==> config.mk <==
export PLATFORM = sky130hd
export DESIGN_NAME = min_max_sample_normaliser_flat
export DESIGN_NICKNAME = d
export VERILOG_FILES = /design/src/hw/rtl/mmsn_pkg.sv /design/src/hw/rtl/mmsn_stream_if.sv /design/src/hw/rtl/mmsn_fifo.sv /design/src/hw/rtl/mmsn_front.sv /design/src/hw/rtl/mmsn_back.sv /design/src/hw/rtl/min_max_sample_normaliser.sv /design/src/flat_wrapper.sv
export SDC_FILE = /design/constraint.sdc
export NUM_CORES = 1
export LEC_CHECK = 0
export BUFFER_PORTS_ARGS = -buffer_cell sky130_fd_sc_hd__buf_4
export CAP_MARGIN = 10
export CORE_MARGIN = 1.5
export CORE_UTILIZATION = 37
export CTS_CLUSTER_DIAMETER = 60
export DETAILED_ROUTE_END_ITERATION = 10
export SYNTH_ARGS = -nofsm -noshare
export SYNTH_HDL_FRONTEND = slang
export SYNTH_HIERARCHICAL = 1
export SYNTH_SLANG_ARGS = --single-unit
export TNS_END_PERCENT = 5
==> constraint.sdc <==
create_clock -name clk_i -period 11.55 [get_ports clk_i]
set_input_delay 1.7325 -clock clk_i [delete_from_list [all_inputs] [get_ports clk_i]]
set_output_delay 1.7325 -clock clk_i [all_outputs]
set_load 0.02 [all_outputs]
==> src/hw/rtl/mmsn_pkg.sv <==
// Package for the min/max sample normaliser.
// Holds default widths, the result class codes and the front-to-back control struct.
// No dependencies.
package mmsn_pkg;

  // Default configuration
  localparam int SampleBitsDef = 32;
  localparam int OutputBitsDef = 16;
  localparam int FifoDepthDef  = 4;

  // How the back end forms the scaled value
  typedef enum logic [1:0] {
    RES_ZERO = 2'd0,  // missing, degenerate range or at/below minimum
    RES_FULL = 2'd1,  // at/above maximum
    RES_DIV  = 2'd2   // strictly inside the range, needs the divider
  } res_code_e;

  // Control part of a queued convert word
  typedef struct packed {
    res_code_e code;
    logic      miss;
    logic      last;
  } item_ctl_t;

endpackage

==> src/hw/rtl/mmsn_stream_if.sv <==
// Stream interfaces for the min/max sample normaliser: input words and result words.
// Depends on nothing; widths come from the interface parameters.
interface mmsn_in_if #(
  parameter int SAMPLE_BITS = 32
);
  logic                          valid;
  logic                          ready;
  logic                          action;
  logic signed [SAMPLE_BITS-1:0] sample;
  logic                          last;

  modport source (output valid, output action, output sample, output last, input ready);
  modport sink   (input valid, input action, input sample, input last, output ready);
endinterface

interface mmsn_out_if #(
  parameter int OUTPUT_BITS = 16
);
  logic                   valid;
  logic                   ready;
  logic [OUTPUT_BITS-1:0] scaled;
  logic                   was_missing;
  logic                   last_out;

  modport source (output valid, output scaled, output was_missing, output last_out,
                  input ready);
  modport sink   (input valid, input scaled, input was_missing, input last_out,
                  output ready);
endinterface

==> src/hw/rtl/mmsn_fifo.sv <==
// Small register queue between the front and back ends of the normaliser.
// Generic width and depth; no package dependency.
module mmsn_fifo #(
  parameter int WIDTH = 8,
  parameter int DEPTH = 4
) (
  input  logic             clk_i,
  input  logic             rst_ni,
  input  logic             push_i,
  input  logic [WIDTH-1:0] wdata_i,
  output logic             full_o,
  input  logic             pop_i,
  output logic [WIDTH-1:0] rdata_o,
  output logic             empty_o
);

  localparam int PtrW = (DEPTH > 1) ? $clog2(DEPTH) : 1;
  localparam int CntW = $clog2(DEPTH + 1);
  localparam logic [PtrW-1:0] LastPtr = PtrW'(DEPTH - 1);
  localparam logic [CntW-1:0] FullCnt = CntW'(DEPTH);

  logic [WIDTH-1:0] mem_q [DEPTH];
  logic [PtrW-1:0]  wr_ptr_q, rd_ptr_q;
  logic [CntW-1:0]  cnt_q;

  assign full_o  = (cnt_q == FullCnt);
  assign empty_o = (cnt_q == '0);
  assign rdata_o = mem_q[rd_ptr_q];

  // Storage
  always_ff @(posedge clk_i) begin
    if (push_i) begin
      mem_q[wr_ptr_q] <= wdata_i;
    end
  end

  // Pointers and fill count
  always_ff @(posedge clk_i or negedge rst_ni) begin
    if (!rst_ni) begin
      wr_ptr_q <= '0;
      rd_ptr_q <= '0;
      cnt_q    <= '0;
    end else begin
      if (push_i) begin
        wr_ptr_q <= (wr_ptr_q == LastPtr) ? '0 : wr_ptr_q + 1'b1;
      end
      if (pop_i) begin
        rd_ptr_q <= (rd_ptr_q == LastPtr) ? '0 : rd_ptr_q + 1'b1;
      end
      if (push_i && !pop_i) begin
        cnt_q <= cnt_q + 1'b1;
      end else if (pop_i && !push_i) begin
        cnt_q <= cnt_q - 1'b1;
      end
    end
  end

endmodule

==> src/hw/rtl/mmsn_front.sv <==
// Front end of the normaliser: takes input words, tracks min/max, classifies convert words.
// Depends on mmsn_pkg and mmsn_in_if.
module mmsn_front #(
  parameter int SAMPLE_BITS = mmsn_pkg::SampleBitsDef
) (
  input  logic                   clk_i,
  input  logic                   rst_ni,
  input  logic                   cfg_we_i,
  input  logic [SAMPLE_BITS-1:0] cfg_wdata_i,
  mmsn_in_if.sink                in_i,
  output logic                   push_o,
  output mmsn_pkg::item_ctl_t    ctl_o,
  output logic [SAMPLE_BITS-1:0] diff_o,
  output logic [SAMPLE_BITS-1:0] range_o,
  input  logic                   full_i
);

  localparam logic [SAMPLE_BITS-1:0] MissReset = {1'b1, {(SAMPLE_BITS-1){1'b0}}};

  logic signed [SAMPLE_BITS-1:0] missing_q;
  logic signed [SAMPLE_BITS-1:0] lo_q, hi_q;
  logic                          any_q;

  logic signed [SAMPLE_BITS-1:0] s;
  logic                          accept, miss, degen;
  logic [SAMPLE_BITS:0]          diff_w, range_w;

  assign s         = in_i.sample;
  assign in_i.ready = !full_i;
  assign accept    = in_i.valid && !full_i;
  assign miss      = (s == missing_q);
  assign degen     = !any_q || (hi_q <= lo_q);
  assign push_o    = accept && in_i.action;

  // Offset and span against the tracked minimum (sign-extended by one bit)
  assign diff_w  = {s[SAMPLE_BITS-1], s} - {lo_q[SAMPLE_BITS-1], lo_q};
  assign range_w = {hi_q[SAMPLE_BITS-1], hi_q} - {lo_q[SAMPLE_BITS-1], lo_q};
  assign diff_o  = diff_w[SAMPLE_BITS-1:0];
  assign range_o = range_w[SAMPLE_BITS-1:0];

  // Classify a convert word
  always_comb begin
    ctl_o.miss = miss;
    ctl_o.last = in_i.last;
    if (miss || degen || (s <= lo_q)) begin
      ctl_o.code = mmsn_pkg::RES_ZERO;
    end else if (s >= hi_q) begin
      ctl_o.code = mmsn_pkg::RES_FULL;
    end else begin
      ctl_o.code = mmsn_pkg::RES_DIV;
    end
  end

  // Missing-value register and min/max tracker
  always_ff @(posedge clk_i or negedge rst_ni) begin
    if (!rst_ni) begin
      missing_q <= MissReset;
      lo_q      <= '0;
      hi_q      <= '0;
      any_q     <= 1'b0;
    end else begin
      if (cfg_we_i) begin
        missing_q <= cfg_wdata_i;
      end
      if (accept && !in_i.action && !miss) begin
        if (!any_q) begin
          lo_q  <= s;
          hi_q  <= s;
          any_q <= 1'b1;
        end else begin
          if (s < lo_q) lo_q <= s;
          if (s > hi_q) hi_q <= s;
        end
      end else if (accept && in_i.action && in_i.last) begin
        // last convert word closes the frame
        lo_q  <= '0;
        hi_q  <= '0;
        any_q <= 1'b0;
      end
    end
  end

endmodule

==> src/hw/rtl/mmsn_back.sv <==
// Back end of the normaliser: forms scaled results, bit-serial divider, output register.
// Depends on mmsn_pkg and mmsn_out_if.
module mmsn_back #(
  parameter int SAMPLE_BITS = mmsn_pkg::SampleBitsDef,
  parameter int OUTPUT_BITS = mmsn_pkg::OutputBitsDef
) (
  input  logic                   clk_i,
  input  logic                   rst_ni,
  input  logic                   empty_i,
  input  mmsn_pkg::item_ctl_t    ctl_i,
  input  logic [SAMPLE_BITS-1:0] diff_i,
  input  logic [SAMPLE_BITS-1:0] range_i,
  output logic                   pop_o,
  mmsn_out_if.source             out_o
);

  localparam int CntW = $clog2(OUTPUT_BITS + 1);
  localparam int NumW = SAMPLE_BITS + OUTPUT_BITS;
  localparam logic [CntW-1:0] Steps = CntW'(OUTPUT_BITS);
  localparam logic [OUTPUT_BITS-1:0] OutMax = '1;

  typedef enum logic [1:0] {
    ST_IDLE,
    ST_DIV,
    ST_HOLD
  } state_e;

  state_e                 state_q;
  logic [SAMPLE_BITS-1:0] rem_q, range_q;
  logic [OUTPUT_BITS-1:0] nq_q;      // numerator low bits in, quotient bits out
  logic [CntW-1:0]        cnt_q;
  logic                   last_q;
  logic                   ovalid_q, omiss_q, olast_q;
  logic [OUTPUT_BITS-1:0] oscaled_q;

  logic                   out_free;
  logic                   load_out;
  logic [NumW-1:0]        num;
  logic [SAMPLE_BITS:0]   trial, sub;
  logic                   ge;
  logic [SAMPLE_BITS-1:0] rem_d;

  assign out_free = !ovalid_q || out_o.ready;
  assign pop_o    = (state_q == ST_IDLE) && !empty_i &&
                    ((ctl_i.code == mmsn_pkg::RES_DIV) || out_free);

  // Output register takes a new word this cycle
  assign load_out = (pop_o && (ctl_i.code != mmsn_pkg::RES_DIV)) ||
                    ((state_q == ST_HOLD) && out_free);

  // diff * (2^OUTPUT_BITS - 1) as shift and subtract
  assign num = {diff_i, {OUTPUT_BITS{1'b0}}} - {{OUTPUT_BITS{1'b0}}, diff_i};

  // One restoring-division step
  assign trial = {rem_q, nq_q[OUTPUT_BITS-1]};
  assign sub   = trial - {1'b0, range_q};
  assign ge    = (trial >= {1'b0, range_q});
  assign rem_d = ge ? sub[SAMPLE_BITS-1:0] : trial[SAMPLE_BITS-1:0];

  assign out_o.valid       = ovalid_q;
  assign out_o.scaled      = oscaled_q;
  assign out_o.was_missing = omiss_q;
  assign out_o.last_out    = olast_q;

  // Sequencer, divider datapath and output register
  always_ff @(posedge clk_i or negedge rst_ni) begin
    if (!rst_ni) begin
      state_q   <= ST_IDLE;
      rem_q     <= '0;
      range_q   <= '0;
      nq_q      <= '0;
      cnt_q     <= '0;
      last_q    <= 1'b0;
      ovalid_q  <= 1'b0;
      omiss_q   <= 1'b0;
      olast_q   <= 1'b0;
      oscaled_q <= '0;
    end else begin
      if (load_out) begin
        ovalid_q <= 1'b1;
      end else if (out_o.valid && out_o.ready) begin
        ovalid_q <= 1'b0;
      end
      unique case (state_q)
        ST_IDLE: begin
          if (pop_o) begin
            if (ctl_i.code == mmsn_pkg::RES_DIV) begin
              rem_q   <= num[NumW-1:OUTPUT_BITS];
              nq_q    <= num[OUTPUT_BITS-1:0];
              range_q <= range_i;
              cnt_q   <= Steps;
              last_q  <= ctl_i.last;
              state_q <= ST_DIV;
            end else begin
              oscaled_q <= (ctl_i.code == mmsn_pkg::RES_FULL) ? OutMax : '0;
              omiss_q   <= ctl_i.miss;
              olast_q   <= ctl_i.last;
            end
          end
        end
        ST_DIV: begin
          rem_q <= rem_d;
          nq_q  <= {nq_q[OUTPUT_BITS-2:0], ge};
          cnt_q <= cnt_q - 1'b1;
          if (cnt_q == CntW'(1)) begin
            state_q <= ST_HOLD;
          end
        end
        ST_HOLD: begin
          if (out_free) begin
            oscaled_q <= nq_q;
            omiss_q   <= 1'b0;
            olast_q   <= last_q;
            state_q   <= ST_IDLE;
          end
        end
        default: begin
          state_q <= ST_IDLE;
        end
      endcase
    end
  end

endmodule

==> src/hw/rtl/min_max_sample_normaliser.sv <==
// Min/max sample normaliser. Measure words are absorbed one per cycle by the front end
// while the queue has room.
// A convert word that ends at zero or full scale passes through the queue to the output register;
// one inside the range also passes through the one-bit-per-cycle divider, which finishes each
// division before it takes the next. A FIFO_DEPTH-deep queue (4 by default) decouples the ends.
// Reset clears the tracker and sets the missing value to the most negative sample code.
// Depends on mmsn_pkg, mmsn_stream_if, mmsn_fifo, mmsn_front and mmsn_back.
module min_max_sample_normaliser #(
  parameter int SAMPLE_BITS = mmsn_pkg::SampleBitsDef,
  parameter int OUTPUT_BITS = mmsn_pkg::OutputBitsDef,
  parameter int FIFO_DEPTH  = mmsn_pkg::FifoDepthDef
) (
  input  logic                   clk_i,
  input  logic                   rst_ni,
  input  logic                   cfg_we_i,
  input  logic [SAMPLE_BITS-1:0] cfg_wdata_i,
  mmsn_in_if.sink                in_i,
  mmsn_out_if.source             out_o
);

  localparam int CtlW  = $bits(mmsn_pkg::item_ctl_t);
  localparam int WordW = CtlW + 2 * SAMPLE_BITS;

  logic                   push, pop, full, empty;
  mmsn_pkg::item_ctl_t    f_ctl, b_ctl;
  logic [SAMPLE_BITS-1:0] f_diff, f_range, b_diff, b_range;
  logic [WordW-1:0]       wdata, rdata;

  mmsn_front #(
    .SAMPLE_BITS (SAMPLE_BITS)
  ) u_front (
    .clk_i       (clk_i),
    .rst_ni      (rst_ni),
    .cfg_we_i    (cfg_we_i),
    .cfg_wdata_i (cfg_wdata_i),
    .in_i        (in_i),
    .push_o      (push),
    .ctl_o       (f_ctl),
    .diff_o      (f_diff),
    .range_o     (f_range),
    .full_i      (full)
  );

  assign wdata = {f_ctl, f_diff, f_range};
  assign {b_ctl, b_diff, b_range} = rdata;

  mmsn_fifo #(
    .WIDTH (WordW),
    .DEPTH (FIFO_DEPTH)
  ) u_fifo (
    .clk_i   (clk_i),
    .rst_ni  (rst_ni),
    .push_i  (push),
    .wdata_i (wdata),
    .full_o  (full),
    .pop_i   (pop),
    .rdata_o (rdata),
    .empty_o (empty)
  );

  mmsn_back #(
    .SAMPLE_BITS (SAMPLE_BITS),
    .OUTPUT_BITS (OUTPUT_BITS)
  ) u_back (
    .clk_i   (clk_i),
    .rst_ni  (rst_ni),
    .empty_i (empty),
    .ctl_i   (b_ctl),
    .diff_i  (b_diff),
    .range_i (b_range),
    .pop_o   (pop),
    .out_o   (out_o)
  );

  // Queue is never written when full nor read when empty
  a_no_overflow: assert property (@(posedge clk_i) disable iff (!rst_ni)
    push |-> !full) else $error("queue written while full");

  a_no_underflow: assert property (@(posedge clk_i) disable iff (!rst_ni)
    pop |-> !empty) else $error("queue read while empty");

  // A missing sample always scales to zero
  a_missing_zero: assert property (@(posedge clk_i) disable iff (!rst_ni)
    (out_o.valid && out_o.was_missing) |-> (out_o.scaled == '0))
    else $error("missing sample gave nonzero result");

endmodule
==> src/flat_wrapper.sv <==
// flat-port wrapper written by rule: the top's interface ports become plain ports
module min_max_sample_normaliser_flat 
#(
  parameter int SAMPLE_BITS = mmsn_pkg::SampleBitsDef,
  parameter int OUTPUT_BITS = mmsn_pkg::OutputBitsDef,
  parameter int FIFO_DEPTH  = mmsn_pkg::FifoDepthDef
)
  (clk_i, rst_ni, cfg_we_i, cfg_wdata_i, in_i_valid, in_i_action, in_i_sample, in_i_last, in_i_ready, out_o_valid, out_o_scaled, out_o_was_missing, out_o_last_out, out_o_ready);
  mmsn_in_if #(.SAMPLE_BITS(SAMPLE_BITS)) in_i_i ();
  mmsn_out_if #(.OUTPUT_BITS(OUTPUT_BITS)) out_o_i ();
  input  logic clk_i;
  input  logic rst_ni;
  input  logic cfg_we_i;
  input  logic [SAMPLE_BITS-1:0] cfg_wdata_i;
  input wire logic [$bits(in_i_i.valid)-1:0] in_i_valid;
  input wire logic [$bits(in_i_i.action)-1:0] in_i_action;
  input wire logic [$bits(in_i_i.sample)-1:0] in_i_sample;
  input wire logic [$bits(in_i_i.last)-1:0] in_i_last;
  output wire logic [$bits(in_i_i.ready)-1:0] in_i_ready;
  output wire logic [$bits(out_o_i.valid)-1:0] out_o_valid;
  output wire logic [$bits(out_o_i.scaled)-1:0] out_o_scaled;
  output wire logic [$bits(out_o_i.was_missing)-1:0] out_o_was_missing;
  output wire logic [$bits(out_o_i.last_out)-1:0] out_o_last_out;
  input wire logic [$bits(out_o_i.ready)-1:0] out_o_ready;
  assign in_i_i.valid = in_i_valid;
  assign in_i_i.action = in_i_action;
  assign in_i_i.sample = in_i_sample;
  assign in_i_i.last = in_i_last;
  assign in_i_ready = in_i_i.ready;
  assign out_o_valid = out_o_i.valid;
  assign out_o_scaled = out_o_i.scaled;
  assign out_o_was_missing = out_o_i.was_missing;
  assign out_o_last_out = out_o_i.last_out;
  assign out_o_i.ready = out_o_ready;
  min_max_sample_normaliser #(.SAMPLE_BITS(SAMPLE_BITS), .OUTPUT_BITS(OUTPUT_BITS), .FIFO_DEPTH(FIFO_DEPTH)) u_core (.clk_i(clk_i), .rst_ni(rst_ni), .cfg_we_i(cfg_we_i), .cfg_wdata_i(cfg_wdata_i), .in_i(in_i_i), .out_o(out_o_i));
endmodule
==> impl_metrics.xml, run 1 <==
<?xml version="1.0" encoding="UTF-8"?>
<metrics>
  <group name="clock_network">
    <metric name="htree_num_levels" unit="">2</metric>
    <metric name="cts_buffers" unit="">54</metric>
    <metric name="postCtsResizedCells" unit="">0</metric>
    <metric name="post_cts_setup_buffer_count" unit="">0</metric>
    <metric name="max-clock-path-buffers" unit="">3</metric>
    <metric name="clkSinkCount" unit="">483</metric>
    <metric name="cts_tree" unit="">yes</metric>
    <metric name="count_of_hold_fix_buffers_inserted_at_cts" unit="">0</metric>
    <metric name="cts_root_buf" unit="">sky130_fd_sc_hd__clkbuf_16</metric>
    <metric name="clkSlewWorstSetupHoldPaths" unit="ns">0.06</metric>
    <metric name="clock_latency" unit="ns">0.61</metric>
  </group>
  <group name="sta">
    <metric name="timing.final.setup_violations" unit="">0</metric>
    <metric name="slew_headroom" unit="%">26.7</metric>
    <metric name="setup_tns" unit="ns">0</metric>
    <metric name="tightest_slew" unit="ns">1.10</metric>
    <metric name="fmax" unit="MHz">188</metric>
    <metric name="hold_violations" unit="">0</metric>
    <metric name="fin_crit" unit="ns">5.32</metric>
    <metric name="post-route-period-util" unit="%">46.1</metric>
    <metric name="final.setup_skew" unit="ns">0.0253</metric>
    <metric name="setup_repair_after_global_routing_missed_its_margin" unit="">false</metric>
    <metric name="report.final.slew_viol_count" unit="">0</metric>
    <metric name="final.setup.worst_slack" unit="ns">6.23</metric>
  </group>
  <group name="route">
    <metric name="drt_iter0_markers" unit="">1578</metric>
    <metric name="drcViolationCount" unit="">0</metric>
    <metric name="wire_per_inst" unit="um">20.7</metric>
    <metric name="ant_nets" unit="">0</metric>
    <metric name="drt_pass1_iterations" unit="">5</metric>
    <metric name="via_count" unit="">19200</metric>
    <metric name="totalWireLength" unit="um">71300</metric>
    <metric name="vias_per_cell" unit="">5.58</metric>
  </group>
  <group name="yosys">
    <metric name="ys_seq_elements" unit="">483</metric>
    <metric name="synth_area_per_cell" unit="um2">11.4</metric>
    <metric name="unique_cell_type_count_in_the_yosys_netlist" unit="">84</metric>
    <metric name="synth-main-ff-cell" unit="">sky130_fd_sc_hd__edfxtp_1</metric>
    <metric name="synth_warnings" unit="">6</metric>
    <metric name="synth_seq_area_share" unit="%">49.6</metric>
    <metric name="syn-num-nets" unit="">2600</metric>
    <metric name="syn-instance-count" unit="">2372</metric>
    <metric name="ys_async_sr_fraction" unit="%">43.7</metric>
    <metric name="number_of_flops_mapped_to_enable_cells_by_yosys" unit="">272</metric>
    <metric name="netlist_area" unit="um2">27100</metric>
  </group>
  <group name="worst_setup_path">
    <metric name="worst-path-max-fanout" unit="">45</metric>
    <metric name="crit_arrival" unit="ns">5.78</metric>
    <metric name="cp_slowest_cell" unit="">sky130_fd_sc_hd__buf_4</metric>
    <metric name="worst_path_class_setup" unit="">reg2reg</metric>
    <metric name="cpPeakStageDelay" unit="ns">0.77</metric>
    <metric name="worstPathRequired" unit="ns">12.01</metric>
    <metric name="crit_path_start_kind" unit="">register</metric>
    <metric name="path_cells" unit="">buf_4 &gt; mux4_2 &gt; inv_1 &gt; ha_1 &gt; nor3b_1 &gt; nor4b_4 &gt; and4_4 &gt; o31ai_2 &gt; o311ai_4 &gt; a21oi_2 &gt; and4_1 &gt; a2111oi_0 &gt; a21oi_1</metric>
    <metric name="setup.worst_path.end_class" unit="">register</metric>
    <metric name="slack_of_the_worst_reg_to_reg_path" unit="ns">6.23</metric>
  </group>
  <group name="global_routing">
    <metric name="globalRouteOverflowTotal" unit="">0</metric>
    <metric name="antenna_violations_before_repair" unit="">0</metric>
    <metric name="grt_pass1_vias" unit="">19100</metric>
    <metric name="total_global_routing_track_utilization" unit="%">19.0</metric>
    <metric name="grt_first_pass_wirelength" unit="um">111000</metric>
    <metric name="grt_start_max_net_pins" unit="">89</metric>
  </group>
  <group name="pwr">
    <metric name="share_clk_of_total_power" unit="%">16.7</metric>
    <metric name="p_int" unit="mW">6.01</metric>
    <metric name="peakVddDrop" unit="V">0.000133</metric>
    <metric name="overall_power" unit="mW">10.6</metric>
    <metric name="power_leakage" unit="nW">12.1</metric>
    <metric name="power_per_unit_of_standard_cell_area" unit="nW/um2">348</metric>
    <metric name="netSwitchingFraction" unit="%">43.4</metric>
    <metric name="power.combinational.fraction" unit="%">54.8</metric>
    <metric name="power.sequential.fraction" unit="%">28.5</metric>
    <metric name="net-switching-power" unit="mW">4.61</metric>
  </group>
  <group name="die">
    <metric name="placeableCoreArea" unit="um2">72700</metric>
    <metric name="design.portCount" unit="">91</metric>
    <metric name="die_width" unit="um">274</metric>
    <metric name="die_y" unit="um">274</metric>
    <metric name="placement_rows" unit="">99</metric>
    <metric name="initial_utilization" unit="%">37.3</metric>
    <metric name="die-area" unit="um2">74900</metric>
  </group>
  <group name="finish">
    <metric name="most-common-layout-cells" unit="">sky130_fd_sc_hd__edfxtp_1, sky130_fd_sc_hd__dfrtp_1, sky130_fd_sc_hd__a21oi_1</metric>
    <metric name="diodes" unit="">0</metric>
    <metric name="synthToLayoutAreaGrowth" unit="%">12.5</metric>
    <metric name="n_fill_cell" unit="">6746</metric>
    <metric name="finish.net_count" unit="">2667</metric>
    <metric name="layout.cells.most_common" unit="">sky130_fd_sc_hd__edfxtp_1</metric>
    <metric name="post_layout_nonfiller_instances" unit="">3442</metric>
    <metric name="post_route_cells_drive_above_1_share" unit="%">14.8</metric>
  </group>
  <group name="place">
    <metric name="dp_worst_setup_slack" unit="ns">5.93</metric>
    <metric name="placed_cells" unit="">3340</metric>
    <metric name="finalWeightedCongestion" unit="">0.898</metric>
    <metric name="place.detailed.hpwl" unit="um">51400</metric>
    <metric name="placement.io_buffers" unit="">90</metric>
  </group>
  <group name="hold_path">
    <metric name="hold_path.class" unit="">reg2reg</metric>
  </group>
  <group name="outcome">
    <metric name="run_status" unit="">complete, no violations</metric>
  </group>
  <group name="flow_run">
    <metric name="cap_viol_max_count" unit="">0</metric>
  </group>
</metrics>
synth_stat cells, types with 17 or more instances:
cell type	instances	area share [%]
sky130_fd_sc_hd__a31oi_1	20	0.46
sky130_fd_sc_hd__nand2_1	154	2.1
sky130_fd_sc_hd__a211oi_1	17	0.47
sky130_fd_sc_hd__nor3_1	34	0.63
sky130_fd_sc_hd__o21ai_0	130	2.4
sky130_fd_sc_hd__xor2_1	75	2.4
sky130_fd_sc_hd__o211ai_1	20	0.55
sky130_fd_sc_hd__a21oi_1	198	3.7
sky130_fd_sc_hd__mux2_4	29	1.6
sky130_fd_sc_hd__inv_1	159	2.2
sky130_fd_sc_hd__nand2b_1	22	0.51
sky130_fd_sc_hd__nor2b_1	18	0.42
sky130_fd_sc_hd__ha_1	153	7.1
sky130_fd_sc_hd__nand4_1	34	0.79
sky130_fd_sc_hd__a21o_1	55	1.5
sky130_fd_sc_hd__o21a_1	24	0.67
sky130_fd_sc_hd__nor4_1	17	0.39
sky130_fd_sc_hd__xnor2_1	64	2.1
sky130_fd_sc_hd__nand3_1	73	1.3
sky130_fd_sc_hd__dfrtp_1	210	19
sky130_fd_sc_hd__nor2_1	140	1.9
sky130_fd_sc_hd__o2bb2ai_1	32	1.0
sky130_fd_sc_hd__clkbuf_1	75	1.0
sky130_fd_sc_hd__edfxtp_1	272	30
sky130_fd_sc_hd__mux2_2	39	1.6
sky130_fd_sc_hd__mux4_2	68	5.7
final cells by class:
class	count	area, um2	share of cell area (%)
Multi-Input combinational cell	1628	12500	41.1
Clock inverter	36	415	1.36
Tap cell	959	1200	3.94
Clock buffer	64	1410	4.63
Inverter	159	597	1.96
Sequential cell	483	13500	44.1
Timing Repair Buffer	113	871	2.86
per-stage QoR:
stage / instance area, um2 / hold WS, ns / utilization [%]
floorplan: 27100 / 0.445 / -
global placement: 28600 / 0.460 / 39.4
detailed placement: 28600 / 0.482 / 39.4
CTS: 30400 / 0.502 / 41.9
global route: 30500 / 0.520 / 41.9
finish: 30500 / 0.496 / 41.9
per-layer routing:
metal / up-vias / wire (um) / GRT usage, %
li1: 8983 / - / -
met1: 9515 / 32800 / 26.9
met2: 580 / 33100 / 30.7
met3: 121 / 3420 / 2.02
met4: 0 / 2000 / 6.02
met5: - / 0 / 0
critical path, delay by kind of cell (launching register included):
family / cells / cell delay (ns)
buffers and inverters: 2 / 0.87
DFF: 1 / 0.76
and+or+nand+nor: 4 / 1.50
AOI/OAI and AO/OA: 5 / 1.14
adders and majority gates: 1 / 0.18
muxes: 1 / 0.68
power by group through the flow:
stage / sequential (mW) / combinational (mW) / clock (mW)
3_3_place_gp: 3.04 / 5.63 / 0
6_report: 3.03 / 5.82 / 1.77
3_5_place_dp: 3.06 / 5.74 / 0
2_1_floorplan: 2.97 / 4.22 / 0
5_1_grt: 3.08 / 6.40 / 1.88
4_1_cts: 3.03 / 5.77 / 1.82
cell families after synthesis:
logic type,synth area share [%]
xor+xnor,4.49
mux,9.32
fa+ha+maj,7.36
buf+inv,4.23
compound gates,14.7
simple gates,10.2
flops,49.6
registers in the layout, summed over array words and instances, names as in the netlist, 2 cells and up:
name / count
u_core/u_back/range_q: 32
u_core/u_back/nq_q: 16
u_core/u_back/rem_q: 32
u_core/u_back/cnt_q: 5
u_core/u_front/lo_q: 32
u_core/u_front/hi_q: 32
u_core/u_back/out_o.scaled: 16
u_core/u_front/missing_q: 32
u_core/u_fifo/wr_ptr_q: 2
u_core/u_fifo/cnt_q: 3
u_core/u_back/state_q: 2
u_core/u_fifo/mem_q: 272
u_core/u_fifo/rd_ptr_q: 2
path summary, 6_finish.rpt:
kind,endpoint,cells after the start,startpoint
min,u_core/u_fifo/cnt_q[2]$_DFFE_PN0P_,1,u_core/u_fifo/cnt_q[2]$_DFFE_PN0P_
min in group asynchronous,u_core/u_back/out_o.scaled[11]$_DFFE_PN0P_,1,rst_ni
max,u_core/u_back/rem_q[28]$_DFFE_PN0P_,13,u_core/u_fifo/rd_ptr_q[0]$_DFFE_PN0P_
max reg2reg,u_core/u_back/rem_q[28]$_DFFE_PN0P_,13,u_core/u_fifo/rd_ptr_q[0]$_DFFE_PN0P_
max in group asynchronous,u_core/u_back/range_q[14]$_DFFE_PN0P_,2,rst_ni
min reg2reg,u_core/u_fifo/cnt_q[2]$_DFFE_PN0P_,1,u_core/u_fifo/cnt_q[2]$_DFFE_PN0P_
Note: power is estimated with default switching activity, not from simulation.
==> run 2, diff against run 1 <==
--- a/config.mk
+++ b/config.mk
@@ -5,6 +5,7 @@
 export SDC_FILE = /design/constraint.sdc
 export NUM_CORES = 1
 export LEC_CHECK = 0
+export ABC_AREA = 1
 export BUFFER_PORTS_ARGS = -buffer_cell sky130_fd_sc_hd__buf_4
 export CAP_MARGIN = 10
 export CORE_MARGIN = 1.5
==> constraint.sdc (replaced) <==
create_clock -name clk_i -period 4.27 [get_ports clk_i]
set_input_delay 0.6405 -clock clk_i [delete_from_list [all_inputs] [get_ports clk_i]]
set_output_delay 0.6405 -clock clk_i [all_outputs]
set_load 0.02 [all_outputs]
==> run 2 against run 1 <==
Net effect:
- the flow now finishes with violations (negative hold slack)
- fmax up 43%
- final area is 12% higher
- sequential power rose to 2.6 times the previous value
- hold slack worse by 0.53 ns
- synthesized cell count is 67% higher
- largest power group unchanged
- highest routed layer is now met5
==> impl_metrics.xml, run 2 <==
<?xml version="1.0" encoding="UTF-8"?>
<metrics>
  <group name="route">
    <metric name="totalWireLength" unit="um">87400</metric>
    <metric name="routed-wl-met2" unit="um">39500</metric>
    <metric name="wire_per_inst" unit="um">16.9</metric>
    <metric name="drt_pass1_iterations" unit="">6</metric>
    <metric name="drcViolationCount" unit="">0</metric>
    <metric name="ant_nets" unit="">0</metric>
    <metric name="detailroute.wirelength.met3" unit="um">4300</metric>
    <metric name="drt_iter0_markers" unit="">1635</metric>
    <metric name="highest_layer" unit="">met5</metric>
    <metric name="vias_per_cell" unit="">4.93</metric>
    <metric name="via_count" unit="">25400</metric>
    <metric name="met1_length" unit="um">41000</metric>
  </group>
  <group name="pwr">
    <metric name="power_leakage" unit="nW">16.5</metric>
    <metric name="peakVddDrop" unit="V">0.000420</metric>
    <metric name="power_per_unit_of_standard_cell_area" unit="nW/um2">903</metric>
    <metric name="overall_power" unit="mW">30.9</metric>
  </group>
  <group name="finish">
    <metric name="largest-register" unit="">u_core/u_fifo/mem_q</metric>
    <metric name="largest_reg_flops" unit="">272</metric>
    <metric name="layout.cells.most_common" unit="">sky130_fd_sc_hd__nand2_1</metric>
    <metric name="post_layout_nonfiller_instances" unit="">5155</metric>
    <metric name="finish.net_count" unit="">4268</metric>
    <metric name="synthToLayoutAreaGrowth" unit="%">11.3</metric>
    <metric name="post_route_cells_drive_above_1_share" unit="%">8.49</metric>
    <metric name="finalCoreUtilization" unit="%">41.7</metric>
    <metric name="diodes" unit="">0</metric>
    <metric name="most-common-layout-cells" unit="">sky130_fd_sc_hd__nand2_1, sky130_fd_sc_hd__inv_1, sky130_fd_sc_hd__nor2_1</metric>
  </group>
  <group name="yosys">
    <metric name="netlist_area" unit="um2">30800</metric>
    <metric name="yosys.cell_count.top_type" unit="">sky130_fd_sc_hd__nand2_1</metric>
    <metric name="ys_seq_elements" unit="">483</metric>
    <metric name="synth_top_area_share" unit="%">26.5</metric>
    <metric name="synth_top_cells_by_area" unit="">sky130_fd_sc_hd__edfxtp_1, sky130_fd_sc_hd__dfrtp_1, sky130_fd_sc_hd__nand2_1, sky130_fd_sc_hd__inv_1, sky130_fd_sc_hd__ha_1</metric>
    <metric name="unique_cell_type_count_in_the_yosys_netlist" unit="">59</metric>
    <metric name="syn-num-nets" unit="">4186</metric>
    <metric name="syn-instance-count" unit="">3958</metric>
    <metric name="synth_seq_area_share" unit="%">43.7</metric>
    <metric name="synthTopCellsByCount" unit="">sky130_fd_sc_hd__nand2_1, sky130_fd_sc_hd__inv_1, sky130_fd_sc_hd__nor2_1</metric>
    <metric name="ys_async_sr_fraction" unit="%">43.7</metric>
    <metric name="synth-main-ff-cell" unit="">sky130_fd_sc_hd__edfxtp_1</metric>
    <metric name="yosysTopAreaCell" unit="">sky130_fd_sc_hd__edfxtp_1</metric>
    <metric name="synth_warnings" unit="">6</metric>
    <metric name="synth_area_per_cell" unit="um2">7.78</metric>
    <metric name="number_of_flops_mapped_to_enable_cells_by_yosys" unit="">272</metric>
  </group>
  <group name="clock_network">
    <metric name="postCtsResizedCells" unit="">0</metric>
    <metric name="clock_latency" unit="ns">0.63</metric>
    <metric name="cts_buffers" unit="">53</metric>
    <metric name="htree_num_levels" unit="">2</metric>
    <metric name="max-clock-path-buffers" unit="">3</metric>
    <metric name="cts_tree" unit="">yes</metric>
    <metric name="clkSlewWorstSetupHoldPaths" unit="ns">0.06</metric>
    <metric name="count_of_hold_fix_buffers_inserted_at_cts" unit="">0</metric>
    <metric name="post_cts_setup_buffer_count" unit="">0</metric>
    <metric name="cts_root_buf" unit="">sky130_fd_sc_hd__clkbuf_16</metric>
    <metric name="clkSinkCount" unit="">483</metric>
  </group>
  <group name="place">
    <metric name="place.detailed.hpwl" unit="um">67800</metric>
    <metric name="finalWeightedCongestion" unit="">0.984</metric>
    <metric name="placed_cells" unit="">5055</metric>
    <metric name="placement.io_buffers" unit="">90</metric>
    <metric name="dp_worst_setup_slack" unit="ns">0.730</metric>
  </group>
  <group name="sta">
    <metric name="final.setup_skew" unit="ns">0.0326</metric>
    <metric name="setup_repair_after_global_routing_missed_its_margin" unit="">false</metric>
    <metric name="timing.final.setup_violations" unit="">0</metric>
    <metric name="fin_crit" unit="ns">3.72</metric>
    <metric name="post-route-period-util" unit="%">87.0</metric>
    <metric name="report.final.slew_viol_count" unit="">0</metric>
    <metric name="tightest_slew" unit="ns">0.774</metric>
    <metric name="slew_headroom" unit="%">48.3</metric>
    <metric name="hold_violations" unit="">16</metric>
    <metric name="setup_tns" unit="ns">0</metric>
    <metric name="hold_ws" unit="ns">-0.0292</metric>
    <metric name="fmax" unit="MHz">269</metric>
    <metric name="final.setup.worst_slack" unit="ns">0.555</metric>
  </group>
  <group name="flow_run">
    <metric name="cap_viol_max_count" unit="">0</metric>
  </group>
  <group name="worst_setup_path">
    <metric name="crit_arrival" unit="ns">4.26</metric>
    <metric name="worstPathRequired" unit="ns">4.82</metric>
    <metric name="slack_of_the_worst_reg_to_reg_path" unit="ns">0.55</metric>
    <metric name="crit-reg2reg-capture" unit="">u_core/u_back/rem_q[15]$_DFFE_PN0P_</metric>
    <metric name="crit_path_start_kind" unit="">register</metric>
    <metric name="worst_r2r_startpoint" unit="">u_core/u_fifo/rd_ptr_q[0]$_DFFE_PN0P_</metric>
    <metric name="worst_path_class_setup" unit="">reg2reg</metric>
    <metric name="worst-path-max-fanout" unit="">77</metric>
    <metric name="depth_of_the_worst_register_to_register_path" unit="">16</metric>
    <metric name="setup.worst_path.end_class" unit="">register</metric>
  </group>
  <group name="outcome">
    <metric name="failed_checks" unit="">negative hold slack</metric>
    <metric name="run_status" unit="">finished with violations</metric>
  </group>
  <group name="die">
    <metric name="design.portCount" unit="">91</metric>
    <metric name="die_y" unit="um">291</metric>
    <metric name="die_width" unit="um">291</metric>
    <metric name="initial_utilization" unit="%">37.4</metric>
    <metric name="die-area" unit="um2">84900</metric>
    <metric name="placement_rows" unit="">105</metric>
    <metric name="placeableCoreArea" unit="um2">82200</metric>
  </group>
  <group name="global_routing">
    <metric name="total_global_routing_track_utilization" unit="%">20.5</metric>
    <metric name="grt_pass1_vias" unit="">24200</metric>
    <metric name="antenna_violations_before_repair" unit="">2</metric>
    <metric name="grt_first_pass_wirelength" unit="um">137000</metric>
    <metric name="globalRouteOverflowTotal" unit="">0</metric>
    <metric name="grt_start_max_net_pins" unit="">78</metric>
  </group>
  <group name="hold_path">
    <metric name="hold_path.class" unit="">in2async</metric>
  </group>
</metrics>
[run 2: cell type report]
| cell class | count | area, um2 |
|---|---|---|
| clock buffer | 73 | 1480 |
| clock inverter | 27 | 304 |
| fill | 8421 | 48000 |
| inverter | 655 | 2470 |
| multi-input combinational | 2715 | 14100 |
| sequential | 483 | 13500 |
| tap | 1070 | 1340 |
| timing repair buffer | 132 | 1100 |
[run 2: worst max path at each step]
stage | start | to | slack [ns]
2_1_floorplan | u_core/u_fifo/cnt_q[2]$_DFFE_PN0P_ | u_core/u_fifo/mem_q[3][0]$_DFFE_PP_ | 1.32
3_3_place_gp | u_core/u_fifo/rd_ptr_q[0]$_DFFE_PN0P_ | u_core/u_back/rem_q[15]$_DFFE_PN0P_ | 0.68
3_5_place_dp | u_core/u_fifo/rd_ptr_q[0]$_DFFE_PN0P_ | u_core/u_back/rem_q[15]$_DFFE_PN0P_ | 0.73
4_1_cts | u_core/u_fifo/rd_ptr_q[0]$_DFFE_PN0P_ | u_core/u_back/rem_q[15]$_DFFE_PN0P_ | 0.67
5_1_grt | u_core/u_fifo/rd_ptr_q[0]$_DFFE_PN0P_ | u_core/u_back/rem_q[15]$_DFFE_PN0P_ | 0.30
6_report | u_core/u_fifo/rd_ptr_q[0]$_DFFE_PN0P_ | u_core/u_back/rem_q[15]$_DFFE_PN0P_ | 0.55
[run 2: logic make-up (layout without fill, tap and decap cells)]
group	count (synthesis)	count (layout)	share of synthesized area [%]
and+or+nand+nor	1991	1991	26.5
buffers and inverters	760	887	10.5
DFF	483	483	43.7
AOI/OAI and AO/OA	470	470	10.0
adders and majority gates	157	157	6.48
xor gates and xnor gates	91	91	2.59
muxes	6	6	0.220
[run 2: per-stage QoR]
stage | cell area (um2) | hold WS, ns
global route | 34300 | 0.0195
detailed placement | 32500 | 0.463
global placement | 32500 | 0.455
CTS | 34300 | 0.000849
finish | 34300 | -0.0292
floorplan | 30800 | 0.345
[run 2: routing by layer]
metal  GRT usage [%]  up-vias
met5               0        -
met4            6.12        2
met3            2.11      147
met2            33.3      658
met1            28.9    11800
li1                -    12800
[run 2: worst max-delay path, stage by stage, from the launching register on]
cell                       delay [ns]
sky130_fd_sc_hd__dfrtp_1         0.45
sky130_fd_sc_hd__inv_8           0.37
sky130_fd_sc_hd__buf_4           0.32
sky130_fd_sc_hd__o211ai_2        0.09
sky130_fd_sc_hd__nand2_1         0.24
sky130_fd_sc_hd__inv_1           0.12
sky130_fd_sc_hd__ha_1            0.42
sky130_fd_sc_hd__nand2_1         0.16
sky130_fd_sc_hd__nor2_1          0.28
sky130_fd_sc_hd__nand2_1         0.17
sky130_fd_sc_hd__nor2_1          0.25
sky130_fd_sc_hd__nand2_1         0.09
sky130_fd_sc_hd__nand3_1         0.12
sky130_fd_sc_hd__nand2_1         0.05
sky130_fd_sc_hd__a21oi_1         0.31
sky130_fd_sc_hd__nand2_1         0.10
sky130_fd_sc_hd__nand2_1         0.06
[run 2: power breakdown]
group / switching, mW / leakage, nW / internal [mW]
Sequential: 0.723 / 5.06 / 7.18
Combinational: 12.8 / 10.6 / 5.59
Clock: 1.95 / 0.860 / 2.69
==> run 3, diff against run 2 <==
--- a/config.mk
+++ b/config.mk
@@ -8,9 +8,11 @@
 export ABC_AREA = 1
 export BUFFER_PORTS_ARGS = -buffer_cell sky130_fd_sc_hd__buf_4
 export CAP_MARGIN = 10
-export CORE_MARGIN = 1.5
+export CORE_ASPECT_RATIO = 1.1
+export CORE_MARGIN = 3
 export CORE_UTILIZATION = 37
 export CTS_CLUSTER_DIAMETER = 60
+export CTS_CLUSTER_SIZE = 12
 export DETAILED_ROUTE_END_ITERATION = 10
 export SYNTH_ARGS = -nofsm -noshare
 export SYNTH_HDL_FRONTEND = slang
==> run 3 against run 2 <==
Net effect:
- sequential cell count did not move
- sequential power barely moved
- wire length increased by 0.83%
- global-route usage fell by 0.20 points
- critical path type unchanged
- critical path depth is 2 higher
- the flow now finishes without violations
- highest routed layer is now met4
- count of clock-buffer cells in the layout increased by 6
- first-iteration DRC count is 5.7% higher
==> impl_metrics.xml, run 3 (synthesis gave the netlist of run 2 again) <==
<?xml version="1.0" encoding="UTF-8"?>
<metrics>
  <group name="pwr">
    <metric name="power.sequential.fraction" unit="%">25.9</metric>
    <metric name="share_clk_of_total_power" unit="%">13.9</metric>
    <metric name="netSwitchingFraction" unit="%">50.5</metric>
    <metric name="peakVddDrop" unit="V">0.000384</metric>
    <metric name="p_int" unit="mW">15.1</metric>
    <metric name="net-switching-power" unit="mW">15.4</metric>
    <metric name="power.combinational.fraction" unit="%">60.2</metric>
    <metric name="power_leakage" unit="nW">16.4</metric>
    <metric name="power_per_unit_of_standard_cell_area" unit="nW/um2">898</metric>
  </group>
  <group name="die">
    <metric name="initial_utilization" unit="%">37.5</metric>
    <metric name="die-area" unit="um2">86700</metric>
    <metric name="placement_rows" unit="">110</metric>
    <metric name="placeableCoreArea" unit="um2">82200</metric>
    <metric name="design.portCount" unit="">91</metric>
    <metric name="die_y" unit="um">308</metric>
    <metric name="die_width" unit="um">281</metric>
  </group>
  <group name="finish">
    <metric name="most-common-layout-cells" unit="">sky130_fd_sc_hd__nand2_1, sky130_fd_sc_hd__inv_1, sky130_fd_sc_hd__nor2_1</metric>
    <metric name="largest_reg_flops" unit="">272</metric>
    <metric name="finish.net_count" unit="">4262</metric>
    <metric name="largest-register" unit="">u_core/u_fifo/mem_q</metric>
    <metric name="finalCoreUtilization" unit="%">41.4</metric>
    <metric name="synthToLayoutAreaGrowth" unit="%">10.5</metric>
    <metric name="post_route_cells_drive_above_1_share" unit="%">8.10</metric>
    <metric name="layout.cells.most_common" unit="">sky130_fd_sc_hd__nand2_1</metric>
    <metric name="diodes" unit="">0</metric>
  </group>
  <group name="worst_setup_path">
    <metric name="worst_path_class_setup" unit="">reg2reg</metric>
    <metric name="setup.worst_path.end_class" unit="">register</metric>
    <metric name="crit_start" unit="">u_core/u_fifo/rd_ptr_q[0]$_DFFE_PN0P_</metric>
    <metric name="crit_path_start_kind" unit="">register</metric>
    <metric name="worst_r2r_startpoint" unit="">u_core/u_fifo/rd_ptr_q[0]$_DFFE_PN0P_</metric>
    <metric name="worstPathRequired" unit="ns">4.79</metric>
    <metric name="crit_arrival" unit="ns">4.28</metric>
    <metric name="crit-reg2reg-capture" unit="">u_core/u_back/rem_q[16]$_DFFE_PN0P_</metric>
    <metric name="slack_of_the_worst_reg_to_reg_path" unit="ns">0.51</metric>
    <metric name="worst-path-max-fanout" unit="">90</metric>
    <metric name="depth_of_the_worst_register_to_register_path" unit="">18</metric>
  </group>
  <group name="route">
    <metric name="met1_length" unit="um">40800</metric>
    <metric name="drcViolationCount" unit="">0</metric>
    <metric name="highest_layer" unit="">met4</metric>
    <metric name="vias_per_cell" unit="">4.97</metric>
    <metric name="routed-wl-met2" unit="um">40500</metric>
    <metric name="wire_per_inst" unit="um">17.1</metric>
    <metric name="detailroute.wirelength.met3" unit="um">3870</metric>
    <metric name="ant_nets" unit="">0</metric>
    <metric name="totalWireLength" unit="um">88100</metric>
    <metric name="via_count" unit="">25600</metric>
    <metric name="drt_iter0_markers" unit="">1728</metric>
    <metric name="drt_pass1_iterations" unit="">6</metric>
  </group>
  <group name="global_routing">
    <metric name="globalRouteOverflowTotal" unit="">0</metric>
    <metric name="grt_start_max_net_pins" unit="">93</metric>
    <metric name="antenna_violations_before_repair" unit="">0</metric>
    <metric name="total_global_routing_track_utilization" unit="%">20.3</metric>
    <metric name="grt_pass1_vias" unit="">24200</metric>
    <metric name="grt_first_pass_wirelength" unit="um">138000</metric>
  </group>
  <group name="clock_network">
    <metric name="cts_root_buf" unit="">sky130_fd_sc_hd__clkbuf_16</metric>
    <metric name="postCtsResizedCells" unit="">0</metric>
    <metric name="clkSlewWorstSetupHoldPaths" unit="ns">0.07</metric>
    <metric name="post_cts_setup_buffer_count" unit="">0</metric>
    <metric name="count_of_hold_fix_buffers_inserted_at_cts" unit="">0</metric>
    <metric name="max-clock-path-buffers" unit="">3</metric>
    <metric name="clkSinkCount" unit="">483</metric>
    <metric name="clock_latency" unit="ns">0.62</metric>
    <metric name="cts_tree" unit="">yes</metric>
    <metric name="cts_buffers" unit="">51</metric>
    <metric name="htree_num_levels" unit="">2</metric>
  </group>
  <group name="place">
    <metric name="place.detailed.hpwl" unit="um">67900</metric>
    <metric name="placement.io_buffers" unit="">90</metric>
    <metric name="dp_worst_setup_slack" unit="ns">0.582</metric>
    <metric name="finalWeightedCongestion" unit="">1.00</metric>
  </group>
  <group name="sta">
    <metric name="hold_violations" unit="">0</metric>
    <metric name="tightest_slew" unit="ns">0.805</metric>
    <metric name="fmax" unit="MHz">266</metric>
    <metric name="final.setup.worst_slack" unit="ns">0.511</metric>
    <metric name="report.final.slew_viol_count" unit="">0</metric>
    <metric name="setup_tns" unit="ns">0</metric>
    <metric name="hold_ws" unit="ns">0.0762</metric>
    <metric name="final.setup_skew" unit="ns">0.0476</metric>
    <metric name="fin_crit" unit="ns">3.76</metric>
    <metric name="slew_headroom" unit="%">45.8</metric>
    <metric name="setup_repair_after_global_routing_missed_its_margin" unit="">false</metric>
    <metric name="timing.final.setup_violations" unit="">0</metric>
    <metric name="post-route-period-util" unit="%">88.0</metric>
  </group>
  <group name="flow_run">
    <metric name="cap_viol_max_count" unit="">0</metric>
  </group>
  <group name="outcome">
    <metric name="run_status" unit="">complete, no violations</metric>
  </group>
  <group name="hold_path">
    <metric name="hold_path.class" unit="">in2async</metric>
  </group>
</metrics>
## run 3: cell types whose count changed in the layout (fill, tap and decap cells not counted), sizes merged
cell / change
buf: -4
inv: +1
clkbuf: +6
bufinv: -3
clkinvlp: -3
clkinv: -8
## run 3: per-stage QoR
stage / std cells / total power [mW] / cell area, um2
after detailed placement: 5045 / 26.2 / 32400
after CTS: 5138 / 30.6 / 34000
after global routing: 5138 / 33.1 / 34000
final: 5138 / 30.5 / 34000
after floorplan: 3958 / 20.7 / 30800
after global placement: 5045 / 26.1 / 32400
## run 3: cell type report
class	instances	area, um2
Clock buffer	79	1420
Clock inverter	14	156
Fill cell	8417	48200
Inverter	655	2470
Multi-Input combinational cell	2715	14100
Sequential cell	483	13500
Tap cell	1064	1330
Timing Repair Buffer	128	1070
## run 3: worst max-delay path, cell delays in order (launching register included)
cell and delay, ns:
sky130_fd_sc_hd__dfrtp_1 0.45, sky130_fd_sc_hd__inv_8 0.41, sky130_fd_sc_hd__buf_4 0.28, sky130_fd_sc_hd__nand2_1 0.06
sky130_fd_sc_hd__o211ai_1 0.09, sky130_fd_sc_hd__nand2_1 0.16, sky130_fd_sc_hd__inv_1 0.09, sky130_fd_sc_hd__ha_1 0.24
sky130_fd_sc_hd__nand2_1 0.10, sky130_fd_sc_hd__nor2_1 0.29, sky130_fd_sc_hd__nand2_1 0.22, sky130_fd_sc_hd__nor2_2 0.24
sky130_fd_sc_hd__inv_1 0.10, sky130_fd_sc_hd__nor2_1 0.25, sky130_fd_sc_hd__nand2_1 0.09, sky130_fd_sc_hd__nand3b_1 0.16
sky130_fd_sc_hd__or2_2 0.13, sky130_fd_sc_hd__nand3_1 0.17, sky130_fd_sc_hd__nand3_2 0.13
## run 3: how the worst max path moves through the flow
| stage | slack [ns] | end |
|---|---|---|
| 6_report | 0.51 | u_core/u_back/rem_q[16]$_DFFE_PN0P_ |
| 5_1_grt | 0.12 | u_core/u_back/rem_q[16]$_DFFE_PN0P_ |
| 4_1_cts | 0.51 | u_core/u_back/rem_q[16]$_DFFE_PN0P_ |
| 3_3_place_gp | 0.54 | u_core/u_back/rem_q[16]$_DFFE_PN0P_ |
| 3_5_place_dp | 0.58 | u_core/u_back/rem_q[16]$_DFFE_PN0P_ |
| 2_1_floorplan | 1.32 | u_core/u_fifo/mem_q[3][0]$_DFFE_PP_ |
## run 3: metal layers
metal	vias to the layer above	global-route usage (%)
met5	-	0
met1	11900	28.0
met4	0	6.76
met2	634	33.5
li1	12900	-
met3	146	2.09
## run 3: power by group through the flow
stage	Combinational (mW)	Clock, mW	Sequential (mW)
final	18.4	4.24	7.91
after CTS	18.3	4.38	7.91
after detailed placement	18.2	0	7.99
after global routing	20.6	4.56	8.02
after global placement	18.2	0	7.97
after floorplan	12.9	0	7.83
